File: config.mk
export PLATFORM = sky130hd
export DESIGN_NAME = indexed_list_engine
export DESIGN_NICKNAME = d
export VERILOG_FILES = /design/src/hw/rtl/ile_pkg.sv /design/src/hw/rtl/ile_ram.sv /design/src/hw/rtl/indexed_list_engine.sv
export SDC_FILE = /design/constraint.sdc
export NUM_CORES = 2
export LEC_CHECK = 0
export BUFFER_PORTS_ARGS = -buffer_cell sky130_fd_sc_hd__buf_2
export CORE_MARGIN = 5
export CORE_UTILIZATION = 40
export DETAILED_ROUTE_END_ITERATION = 8
export REMOVE_ABC_BUFFERS = 1
export SETUP_SLACK_MARGIN = 0.05
export SYNTH_ARGS = -nofsm -noshare
export SYNTH_HDL_FRONTEND = slang
export SYNTH_SLANG_ARGS = --single-unit
File: constraint.sdc
create_clock -name clock -period 7.25 [get_ports clock]
set_input_delay 1.45 -clock clock [delete_from_list [all_inputs] [get_ports clock]]
set_output_delay 1.45 -clock clock [all_outputs]
set_load 0.01 [all_outputs]
File: src/hw/rtl/ile_pkg.sv
// ----------------------------------------------------------------------------
// ile_pkg: shared codes for the indexed list engine
// Operation codes, result status codes and the widths of the fixed fields.
// ----------------------------------------------------------------------------
`default_nettype none

package ile_pkg;

   // width of the operation field
   localparam int OP_W     = 3;
   // width of the status field
   localparam int STATUS_W = 2;

   typedef logic [OP_W-1:0]     op_type;
   typedef logic [STATUS_W-1:0] status_type;

   // operation codes
   localparam op_type OP_APPEND = 3'd0;
   localparam op_type OP_INSERT = 3'd1;
   localparam op_type OP_READ   = 3'd2;
   localparam op_type OP_MODIFY = 3'd3;
   localparam op_type OP_DELETE = 3'd4;

   // result status codes
   localparam status_type ST_DONE  = 2'd0;
   localparam status_type ST_RANGE = 2'd1;
   localparam status_type ST_FULL  = 2'd2;

endpackage

`default_nettype wire

File: src/hw/rtl/ile_ram.sv
// ----------------------------------------------------------------------------
// ile_ram: simple dual-port word memory
// One write port and one read port, read data registered.
// ----------------------------------------------------------------------------
`default_nettype none

module ile_ram #(
   parameter int WIDTH = 32,
   parameter int DEPTH = 64,
   localparam int ADDR_W = $clog2(DEPTH)
) (
   input  wire logic              clock,
   input  wire logic              wr_en,
   input  wire logic [ADDR_W-1:0] wr_addr,
   input  wire logic [WIDTH-1:0]  wr_data,
   input  wire logic              rd_en,
   input  wire logic [ADDR_W-1:0] rd_addr,
   output logic      [WIDTH-1:0]  rd_data
);

   logic [WIDTH-1:0] mem [DEPTH];

   // write port
   always_ff @(posedge clock) begin
      if (wr_en) begin
         mem[wr_addr] <= wr_data;
      end
   end

   // registered read port
   always_ff @(posedge clock) begin
      if (rd_en) begin
         rd_data <= mem[rd_addr];
      end
   end

endmodule

`default_nettype wire

File: src/hw/rtl/indexed_list_engine.sv
// ----------------------------------------------------------------------------
// indexed_list_engine: bounded ordered list of signed words
// Words kept in position order in one word memory; append, insert, read,
// modify and delete by position, one result item per request item.
// ----------------------------------------------------------------------------
// Usage:
//   req channel carries one operation per item (op, position, value); the
//   block takes a new item only when the previous one has finished its
//   memory work. rsp channel returns one item per request: the word read
//   (all ones unless a read hit), a status, the count after the operation
//   and an empty flag.
//   From acceptance, append, modify, delete of the last word and rejected
//   operations go straight to the result state; a read passes the read
//   state first. Insert moves the tail up from the last word, then writes
//   the new word; delete at p moves the words after p down one place:
//   every moved word needs one pass through the memory's single read port
//   and single write port. The result state then loads the output register.
//   Reset empties the list at once; the word memory is not cleared, since
//   only positions below the count are ever read.
//   The result sits in an output register; a stalled receiver does not stop
//   the next item from being taken and worked, only its result waits until
//   the output register frees.
// ----------------------------------------------------------------------------
`default_nettype none

module indexed_list_engine #(
   parameter int DEPTH      = 64,
   parameter int DATA_WIDTH = 32,
   localparam int CNT_W     = $clog2(DEPTH + 1),
   localparam int REQ_W     = ile_pkg::OP_W + CNT_W + DATA_WIDTH,
   localparam int REQ_TW    = ((REQ_W + 7) / 8) * 8,
   localparam int RSP_W     = DATA_WIDTH + ile_pkg::STATUS_W + CNT_W + 1,
   localparam int RSP_TW    = ((RSP_W + 7) / 8) * 8
) (
   input  wire logic              clock,
   input  wire logic              reset,
   input  wire logic              req_tvalid,
   output logic                   req_tready,
   // fields from bit 0: op, position, value
   input  wire logic [REQ_TW-1:0] req_tdata,
   output logic                   rsp_tvalid,
   input  wire logic              rsp_tready,
   // fields from bit 0: read_value, status, entry_count, is_empty
   output logic      [RSP_TW-1:0] rsp_tdata
);

   import ile_pkg::*;

   localparam int ADDR_W = $clog2(DEPTH);

   // control states
   localparam logic [2:0] S_IDLE = 3'd0;
   localparam logic [2:0] S_READ = 3'd1;
   localparam logic [2:0] S_UP   = 3'd2;
   localparam logic [2:0] S_INSW = 3'd3;
   localparam logic [2:0] S_DOWN = 3'd4;
   localparam logic [2:0] S_DONE = 3'd5;

   logic [2:0]            state_ff, state_in;
   logic [CNT_W-1:0]      count_ff, count_in;
   logic [ADDR_W-1:0]     idx_ff, idx_in;
   logic [ADDR_W-1:0]     pos_ff, pos_in;
   logic [DATA_WIDTH-1:0] value_ff, value_in;
   logic [DATA_WIDTH-1:0] res_value_ff, res_value_in;
   status_type            res_status_ff, res_status_in;
   logic                  rsp_valid_ff, rsp_valid_in;
   logic [DATA_WIDTH-1:0] rsp_value_ff, rsp_value_in;
   status_type            rsp_status_ff, rsp_status_in;
   logic [CNT_W-1:0]      rsp_count_ff, rsp_count_in;

   logic                  wr_en;
   logic [ADDR_W-1:0]     wr_addr;
   logic [DATA_WIDTH-1:0] wr_data;
   logic                  rd_en;
   logic [ADDR_W-1:0]     rd_addr;
   logic [DATA_WIDTH-1:0] rd_data;

   op_type                req_op;
   logic [CNT_W-1:0]      req_pos;
   logic [DATA_WIDTH-1:0] req_value;
   logic                  accept;
   logic                  out_free;

   // request fields
   assign req_op    = req_tdata[OP_W-1:0];
   assign req_pos   = req_tdata[OP_W +: CNT_W];
   assign req_value = req_tdata[OP_W + CNT_W +: DATA_WIDTH];

   assign req_tready = (state_ff == S_IDLE);
   assign accept     = req_tvalid && req_tready;
   assign out_free   = !rsp_valid_ff || rsp_tready;

   // word memory
   ile_ram #(
      .WIDTH (DATA_WIDTH),
      .DEPTH (DEPTH)
   ) u_ram (
      .clock   (clock),
      .wr_en   (wr_en),
      .wr_addr (wr_addr),
      .wr_data (wr_data),
      .rd_en   (rd_en),
      .rd_addr (rd_addr),
      .rd_data (rd_data)
   );

   // sequencer: decode, shift passes and result hand-off
   always_comb begin
      state_in      = state_ff;
      count_in      = count_ff;
      idx_in        = idx_ff;
      pos_in        = pos_ff;
      value_in      = value_ff;
      res_value_in  = res_value_ff;
      res_status_in = res_status_ff;
      rsp_valid_in  = rsp_valid_ff && !rsp_tready;
      rsp_value_in  = rsp_value_ff;
      rsp_status_in = rsp_status_ff;
      rsp_count_in  = rsp_count_ff;
      wr_en         = 1'b0;
      wr_addr       = '0;
      wr_data       = rd_data;
      rd_en         = 1'b0;
      rd_addr       = '0;

      unique case (state_ff)
         S_IDLE: begin
            if (accept) begin
               value_in      = req_value;
               pos_in        = ADDR_W'(req_pos);
               res_value_in  = '1;
               res_status_in = ST_DONE;
               state_in      = S_DONE;
               unique case (req_op) inside
                  OP_APPEND, OP_INSERT: begin
                     if (count_ff == CNT_W'(DEPTH)) begin
                        res_status_in = ST_FULL;
                     end else if (req_op == OP_APPEND || req_pos >= count_ff) begin
                        wr_en    = 1'b1;
                        wr_addr  = ADDR_W'(count_ff);
                        wr_data  = req_value;
                        count_in = count_ff + 1'b1;
                     end else begin
                        // move the tail up, starting from the last word
                        rd_en    = 1'b1;
                        rd_addr  = ADDR_W'(count_ff - 1'b1);
                        idx_in   = ADDR_W'(count_ff - 1'b1);
                        count_in = count_ff + 1'b1;
                        state_in = S_UP;
                     end
                  end
                  OP_READ: begin
                     if (req_pos < count_ff) begin
                        rd_en    = 1'b1;
                        rd_addr  = ADDR_W'(req_pos);
                        state_in = S_READ;
                     end else begin
                        res_status_in = ST_RANGE;
                     end
                  end
                  OP_MODIFY: begin
                     if (req_pos < count_ff) begin
                        wr_en   = 1'b1;
                        wr_addr = ADDR_W'(req_pos);
                        wr_data = req_value;
                     end else begin
                        res_status_in = ST_RANGE;
                     end
                  end
                  OP_DELETE: begin
                     if (req_pos < count_ff) begin
                        count_in = count_ff - 1'b1;
                        // move the tail down unless the last word goes
                        if (req_pos + 1'b1 < count_ff) begin
                           rd_en    = 1'b1;
                           rd_addr  = ADDR_W'(req_pos + 1'b1);
                           idx_in   = ADDR_W'(req_pos + 1'b1);
                           state_in = S_DOWN;
                        end
                     end else begin
                        res_status_in = ST_RANGE;
                     end
                  end
                  default: begin
                  end
               endcase
            end
         end
         S_READ: begin
            res_value_in = rd_data;
            state_in     = S_DONE;
         end
         S_UP: begin
            // word read last cycle moves one place up
            wr_en   = 1'b1;
            wr_addr = idx_ff + 1'b1;
            wr_data = rd_data;
            if (idx_ff == pos_ff) begin
               state_in = S_INSW;
            end else begin
               rd_en   = 1'b1;
               rd_addr = idx_ff - 1'b1;
               idx_in  = idx_ff - 1'b1;
            end
         end
         S_INSW: begin
            wr_en    = 1'b1;
            wr_addr  = pos_ff;
            wr_data  = value_ff;
            state_in = S_DONE;
         end
         S_DOWN: begin
            // word read last cycle moves one place down
            wr_en   = 1'b1;
            wr_addr = idx_ff - 1'b1;
            wr_data = rd_data;
            if (CNT_W'(idx_ff) == count_ff) begin
               state_in = S_DONE;
            end else begin
               rd_en   = 1'b1;
               rd_addr = idx_ff + 1'b1;
               idx_in  = idx_ff + 1'b1;
            end
         end
         S_DONE: begin
            if (out_free) begin
               rsp_valid_in  = 1'b1;
               rsp_value_in  = res_value_ff;
               rsp_status_in = res_status_ff;
               rsp_count_in  = count_ff;
               state_in      = S_IDLE;
            end
         end
         default: begin
            state_in = S_IDLE;
         end
      endcase
   end

   // control registers
   always_ff @(posedge clock) begin
      if (reset) begin
         state_ff     <= S_IDLE;
         count_ff     <= '0;
         rsp_valid_ff <= 1'b0;
      end else begin
         state_ff     <= state_in;
         count_ff     <= count_in;
         rsp_valid_ff <= rsp_valid_in;
      end
   end

   // payload registers
   always_ff @(posedge clock) begin
      idx_ff        <= idx_in;
      pos_ff        <= pos_in;
      value_ff      <= value_in;
      res_value_ff  <= res_value_in;
      res_status_ff <= res_status_in;
      rsp_value_ff  <= rsp_value_in;
      rsp_status_ff <= rsp_status_in;
      rsp_count_ff  <= rsp_count_in;
   end

   // result item
   assign rsp_tvalid = rsp_valid_ff;
   assign rsp_tdata  = RSP_TW'({(rsp_count_ff == '0), rsp_count_ff, rsp_status_ff,
                                rsp_value_ff});

   // checks
   a_count_bound: assert property (@(posedge clock) disable iff (reset)
      count_ff <= CNT_W'(DEPTH))
      else $error("list count above depth");

   a_no_port_clash: assert property (@(posedge clock) disable iff (reset)
      (wr_en && rd_en) |-> (wr_addr != rd_addr))
      else $error("read and write of the same word in one cycle");

   a_full_at_depth: assert property (@(posedge clock) disable iff (reset)
      (rsp_valid_ff && rsp_status_ff == ST_FULL) |-> (rsp_count_ff == CNT_W'(DEPTH)))
      else $error("full status with room left");

   a_quiet_after_reset: assert property (@(posedge clock)
      (!reset && $past(reset)) |-> !rsp_valid_ff)
      else $error("result item right after reset");

endmodule

`default_nettype wire
== Word level (Yosys, flattened, before mapping) ==
Memories as Yosys holds them, arrays and structs flattened. A register that Yosys moved wholly into a read port is not among the register bits.
Cells that the tools add are included.

* Logic and storage cells: 135
* Bits in writable memories: 2048
* Memories: 1
* Bits of input ports: 52
* Register bits: 130
* Output and inout port bits: 50

* Equality and inequality tests: 25
* Mux-type cells: 68
* Magnitude comparators: 3
* Add/sub/neg operators: 5
* Reduce and logical (&&, ||, !) cells: 22

{| class="wikitable"
|+ Memory list
! name !! depth !! bits a word !! read ports !! clocked after Yosys merged registers in !! write ports !! line !! RTL
|-
| u_ram.mem || 64 || 32 || 1 || 1 || 1 || ile_ram.sv:21 || <nowiki>logic [WIDTH-1:0] mem [DEPTH];</nowiki>
|}

{| class="wikitable"
|+ Operators with widths
! cell !! number
|-
| 32-bit one-hot mux with 2 select lines || 3
|-
| 32-bit 2-to-1 mux || 5
|-
| 6-bit 2-to-1 mux || 18
|-
| 6-bit one-hot mux with 3 select lines || 3
|-
| 6-bit one-hot mux with 2 select lines || 2
|-
| 6-bit one-hot mux with 4 select lines || 1
|-
| 3-bit 2-to-1 mux || 7
|-
| 1-bit 2-to-1 mux || 18
|-
| 3-bit one-hot mux with 5 select lines || 1
|-
| 7-bit by 1-bit adder with 7-bit output, second input constant || 2
|-
| 7-bit less-than comparator || 2
|-
| 7-bit 2-to-1 mux || 2
|-
| 2-bit inequality test, second input constant || 7
|-
| 7-bit one-hot mux with 2 select lines || 1
|-
| 3-bit by 2-bit == test with 1-bit output, second input constant || 4
|-
| 3-bit == test, second input constant || 3
|-
| 3-bit inequality test, second input constant || 3
|-
| 3-bit one-hot mux with 3 select lines || 1
|-
| 9-bit AND reduction || 1
|-
| 6-bit by 7-bit == test with 1-bit output || 1
|-
| 7-bit == test, second input constant || 1
|-
| 7-bit >= comparator || 1
|-
| 7-bit logical NOT || 1
|-
| 7-bit by 1-bit subtractor with 7-bit output, second input constant || 1
|-
| other kinds (22) || 34
|}

== Depth between registers and ports, before layout ==
* Word-level depth: 9
* Depth in mapped cells: 19
* Gate-level depth less buffers: 15

== Modules after synthesis ==
Synthesis repeated with hierarchy kept, for this count alone.

* Cell total of the unflattened synthesis: 4115
* Area total of the unflattened synthesis: 86215.2 µm²

{| class="wikitable"
|+ By module, submodules not included
! module !! instances !! area an instance (µm²) !! cells each !! seq. area each (µm²)
|-
| ile_ram || 1 || 79359.9 || 3511 || 62459.9
|-
| indexed_list_engine || 1 || 6855.3 || 604 || 3793.6
|}

== Least setup slack after synthesis ==
Ideal clock, no wire load.

* Path kind: input port to flip-flop
* Start: input port req_tdata[5]
* End: register u_ram.rd_data[0] (read register of u_ram.mem) (enable)
* Path buffers: 1
* Data required time: 6.784 ns
* Arrival: 5.304 ns
* Cell stages on the path: 10
* Setup time: 0.466 ns
* Slack: 1.481 ns
* Cell sequence: clkbuf_1 nand3_1 nor2_1 xor2_1 ha_1 a21oi_1 o211ai_4 o21ai_0 a21oi_1 o21ai_0

* Cells in the longest elaborated chain, start to end: 7
* Elaborated cells on any way between the ends: 21
* Classes of those cells: add/sub: 1; order compare: 3; mux: 16; reduce/logical: 1

{| class="wikitable"
|+ Ends and longest elaborated chain
! item !! line !! RTL
|-
| start: declaration || indexed_list_engine.sv:40 || <nowiki>input wire logic [REQ_TW-1:0] req_tdata,</nowiki>
|-
| 7-bit by 1-bit adder with 7-bit output or 7-bit >= comparator (tied branches) || indexed_list_engine.sv:176, indexed_list_engine.sv:138 ||
|-
| 7-bit less-than comparator or 1-bit logical OR (tied branches) || indexed_list_engine.sv:174, indexed_list_engine.sv:138 ||
|-
| 1-bit 2-to-1 mux (on tied branches) || indexed_list_engine.sv:174, indexed_list_engine.sv:138 ||
|-
| 1-bit 2-to-1 mux (on tied branches) || indexed_list_engine.sv:171, indexed_list_engine.sv:136 ||
|-
| 1-bit one-hot mux with 3 select lines (*) || indexed_list_engine.sv:134 || <nowiki>unique case (req_op) inside</nowiki>
|-
| 1-bit 2-to-1 mux (*) || indexed_list_engine.sv:128 || <nowiki>if (accept) begin</nowiki>
|-
| 1-bit one-hot mux with 3 select lines (*) || indexed_list_engine.sv:126 || <nowiki>unique case (state_ff)</nowiki>
|-
| named net rd_en || indexed_list_engine.sv:74 || <nowiki>logic rd_en;</nowiki>
|-
| end: declaration || ile_ram.sv:18 || <nowiki>output logic [WIDTH-1:0] rd_data</nowiki>
|}

The timed path passes the listed nets; every way through them passes the cells marked *.
A chain may end at the register's enable or synchronous reset.

== Worst setup path after layout ==
* Start: input port req_tdata[3]
* End: register u_ram.rd_data[23] (read register of u_ram.mem), data pin

* Cells in the longest elaborated chain, start to end: 7
* Elaborated cells on any way between the ends: 21
* Classes of those cells: add/sub: 1; order compare: 3; mux: 16; reduce/logical: 1

{| class="wikitable"
|+ Ends and longest elaborated chain
! item !! line !! RTL
|-
| 7-bit by 1-bit adder with 7-bit output or 7-bit >= comparator (tied branches) || indexed_list_engine.sv:176, indexed_list_engine.sv:138 ||
|-
| 7-bit less-than comparator or 1-bit logical OR (tied branches) || indexed_list_engine.sv:174, indexed_list_engine.sv:138 ||
|-
| 6-bit 2-to-1 mux (tied with other cells) || indexed_list_engine.sv:174 || <nowiki>if (req_pos + 1'b1 < count_ff) begin</nowiki>
|-
| 6-bit 2-to-1 mux (tied with other cells) || indexed_list_engine.sv:171 || <nowiki>if (req_pos < count_ff) begin</nowiki>
|-
| 6-bit one-hot mux with 3 select lines or 1-bit one-hot mux with 3 select lines (tied branches) || indexed_list_engine.sv:134 ||
|-
| 6-bit 2-to-1 mux or 1-bit 2-to-1 mux (tied branches) || indexed_list_engine.sv:128 ||
|-
| 6-bit one-hot mux with 3 select lines or 1-bit one-hot mux with 3 select lines (tied branches) || indexed_list_engine.sv:126 ||
|}

Several ways; a longest one is shown, not always the timed one.

==> results.toml <==
[run_status]
status = "finished, final reports clean"

[setup_path]
crit_arrival_ps = 6870
critical_path.slowest_cell = "nor4_1"
critPathCaptureType = "register"
critical_path.max_fanout = 16
cp.required_ps = 7820
cp-start-kind = "primary input"
critical_path_class = "primary input to register"
worst_path_largest_cell_delay_ps = 1180
crit_chain = "buf_2 > ha_1 > nand3_1 > xor2_1 > inv_1 > ha_1 > nand4_1 > a21oi_1 > a211oi_1 > o21ai_0 > o211a_1 > nor3_1 > nand2_1 > buf_4 > o22ai_1 > nor4_1 > nand4_1"

[clock_network]
postCtsSetupBuffers = 0
clock_sinks = 2210
htreeDepth = 4
cts_resized = 0
cts_root_buf = "clkbuf_16"
cts_buffers = 218
clock_latency_ps = 870
hold_buffers = 0
cts_max_path_buffers = 3
cts_tree = "yes"
clk_pin_slew_ps = 60

[timing]
min_period_ps = 6300
finalHoldViolations = 0
drv_slew = 0
rsz0062_at_grt = "no"
skew_ps = 42.9
setup_slack_ps = 953
fin_tns_setup_ps = 0
timing.hold.ws_ps = 417
slew_headroom_pct = 9.74
tightest_slew_ps = 1350
period_share_pct = 86.9
fmaxAchievable_mhz = 159
setup_viol = 0

[worst_hold_path]
holdCritPathClass = "register to register"

[finish]
layout_common_cells = "edfxtp_1 (2199), nand2_1 (1264), a21oi_1 (632)"
fill_cells = 18700
final_nets = 6357
multi_input_area_sq_um = 20100
final_cells = 9333
layout_commonest_cell = "edfxtp_1"
register_area_sq_um = 66300
final_util_pct = 46.2
drive_above_1_share_pct = 12.7
syn_to_final_growth_pct = 14.5

[floorplanning]
ios = 102
die_area_sq_um = 229000
die_width_um = 478
core-area_sq_um = 218000
die_y_um = 478
start_util_pct = 40.3
rows = 171

[routing]
vias = 54800
avgViaCountPerCell = 5.87
routed_wl_mm = 255
post-route-drc-count = 0
ant_nets = 0
dr.pass1.iters = 6
drt_iter0_drc = 6543
avgRoutedWirePerCell_um = 27.3

[grt]
grt_pass1_vias = 52000
gr-usage-met2_pct = 33.5
antenna_found_initial = 16
met3_usage_pct = 4.33
met1_usage_pct = 30.2
grt_max_degree = 171
grt.total_usage_pct = 21.6
busiest_layer = "met2"
grt-ovfl-total = 0
grt_pass1_wl_mm = 365

[flow_run]
drv_cap = 0

[synthesis]
synth_top_cell_area_share_pct = 75.3
netlist.top_cell.by_area = "edfxtp_1"
seq_area_frac_synth_pct = 75.5
synth_area_per_cell_sq_um = 14.4
yosysUniqueCellTypes = 70
synth_edf_count = 2199
synth_cells = 6096
synth_top_flop_cell = "edfxtp_1"
netlist_area_sq_um = 87700
yosysWarnings = 0
synthArstFlopShare_pct = 0
synthTopCellsByArea = "edfxtp_1 (75%), nand2_1 (5.4%), a21oi_1 (3.6%)"
synth-seq-cells = 2210

[placement]
place_congestion = 0.877
dpl.hpwl_mm = 142
port_buffers = 89
place_ws_ps = 359
dp_cells = 8920

[pwr]
powerDensity_nw_per_um2 = 456
power.leakage_nw = 32.2
vdd_drop_max_mv = 0.385
flip-flops by register name (all words and copies together) (netlist names):
| register | flops |
|---|---|
| idx_ff | 6 |
| rsp_value_ff | 32 |
| rsp_tvalid | 1 |
| u_ram.rd_data | 32 |
| rsp_status_ff | 2 |
| rsp_count_ff | 7 |
| res_value_ff | 32 |
| res_status_ff | 2 |
| u_ram.mem | 2048 |
| value_ff | 32 |
| pos_ff | 6 |
| state_ff | 3 |
| count_ff | 7 |
per-layer routing:
metal / share of wire [%] / wire [um] / vias up
met5: 0.0047 / 12 / -
met4: 3.9 / 9900 / 2
met3: 9.5 / 24400 / 399
met2: 46 / 117000 / 2709
met1: 41 / 104000 / 27800
li1: - / - / 23800
layout make-up:
class | count | share of cell area, %
Antenna cell | 10 | 0.0249
Clock buffer | 274 | 5.70
Clock inverter | 129 | 1.08
Inverter | 23 | 0.0859
Multi-Input combinational cell | 3451 | 20.1
Sequential cell | 2210 | 65.9
Tap cell | 2854 | 3.55
Timing Repair Buffer | 382 | 3.55
final timing paths:
check / start / endpoint / slack [ps] / cells after the start
hold reg to reg: res_value_ff[10] / rsp_value_ff[10] / 420 / 0
hold / removal: res_value_ff[10] / rsp_value_ff[10] / 420 / 0
setup / recovery: req_tdata[3] / u_ram.rd_data[23] / 950 / 17
setup reg to reg: count_ff[0] / u_ram.rd_data[26] / 1330 / 13
power breakdown:
| part | switching [W] | total [W] | internal [W] |
|---|---|---|---|
| logic | 0.0118 | 0.0164 | 0.00460 |
| clock network | 0.00484 | 0.0108 | 0.00600 |
| registers | 0.000382 | 0.0186 | 0.0182 |
cell usage after synthesis (all sizes together), types with 3 or more instances:
library cell and n:
clkbuf 215, or3 3, xnor2 26, o21ai 55, nand3 87, a311oi 64
a22oi 6, o22ai 161, inv 23, dfxtp 11, a21oi 634, edfxtp 2199
nor2b 3, mux2i 166, nor3 78, nor3b 6, o31ai 4, a211oi 12
nand3b 7, a31oi 37, nand4 69, or2 3, a221oi 3, and3 73
xor2 9, ha 19, o221a 6, a32oi 34, o221ai 10, a21boi 4
nand2b 36, o21a 5, nand2 1265, o211ai 11, a22o 258, a221o 34
nor2 111, buf 202, and2 7, a32o 60, nor4 63
worst max-delay path: cells and delay by family:
kind / cells / cell delay [ps]
xor gates and xnor gates: 1 / 260
adders and majority gates: 2 / 610
AOI/OAI and AO/OA: 5 / 1950
and+or+nand+nor: 6 / 1960
buffers and inverters: 3 / 600
stage by stage:
step	instance area [sq um]	total power, W
floorplan	85700	0.0287
global placement	93600	0.0345
detailed placement	93600	0.0349
CTS	100000	0.0457
global route	100000	0.0475
finish	100000	0.0458
logic make-up after synthesis:
| family | count (synthesis) | share of synthesized area, % |
|---|---|---|
| multiplexers | 167 | 1.91 |
| AND/OR/NAND/NOR | 1816 | 8.89 |
| adder cells (fa/ha/maj) | 19 | 0.271 |
| other | 1 | 0.00428 |
| flip-flops | 2210 | 75.5 |
| buffers and inverters | 440 | 2.37 |
| AO/OA/AOI/OAI | 1408 | 10.7 |
| XOR/XNOR | 35 | 0.349 |
No activity file was read; power rests on OpenSTA's default activity.
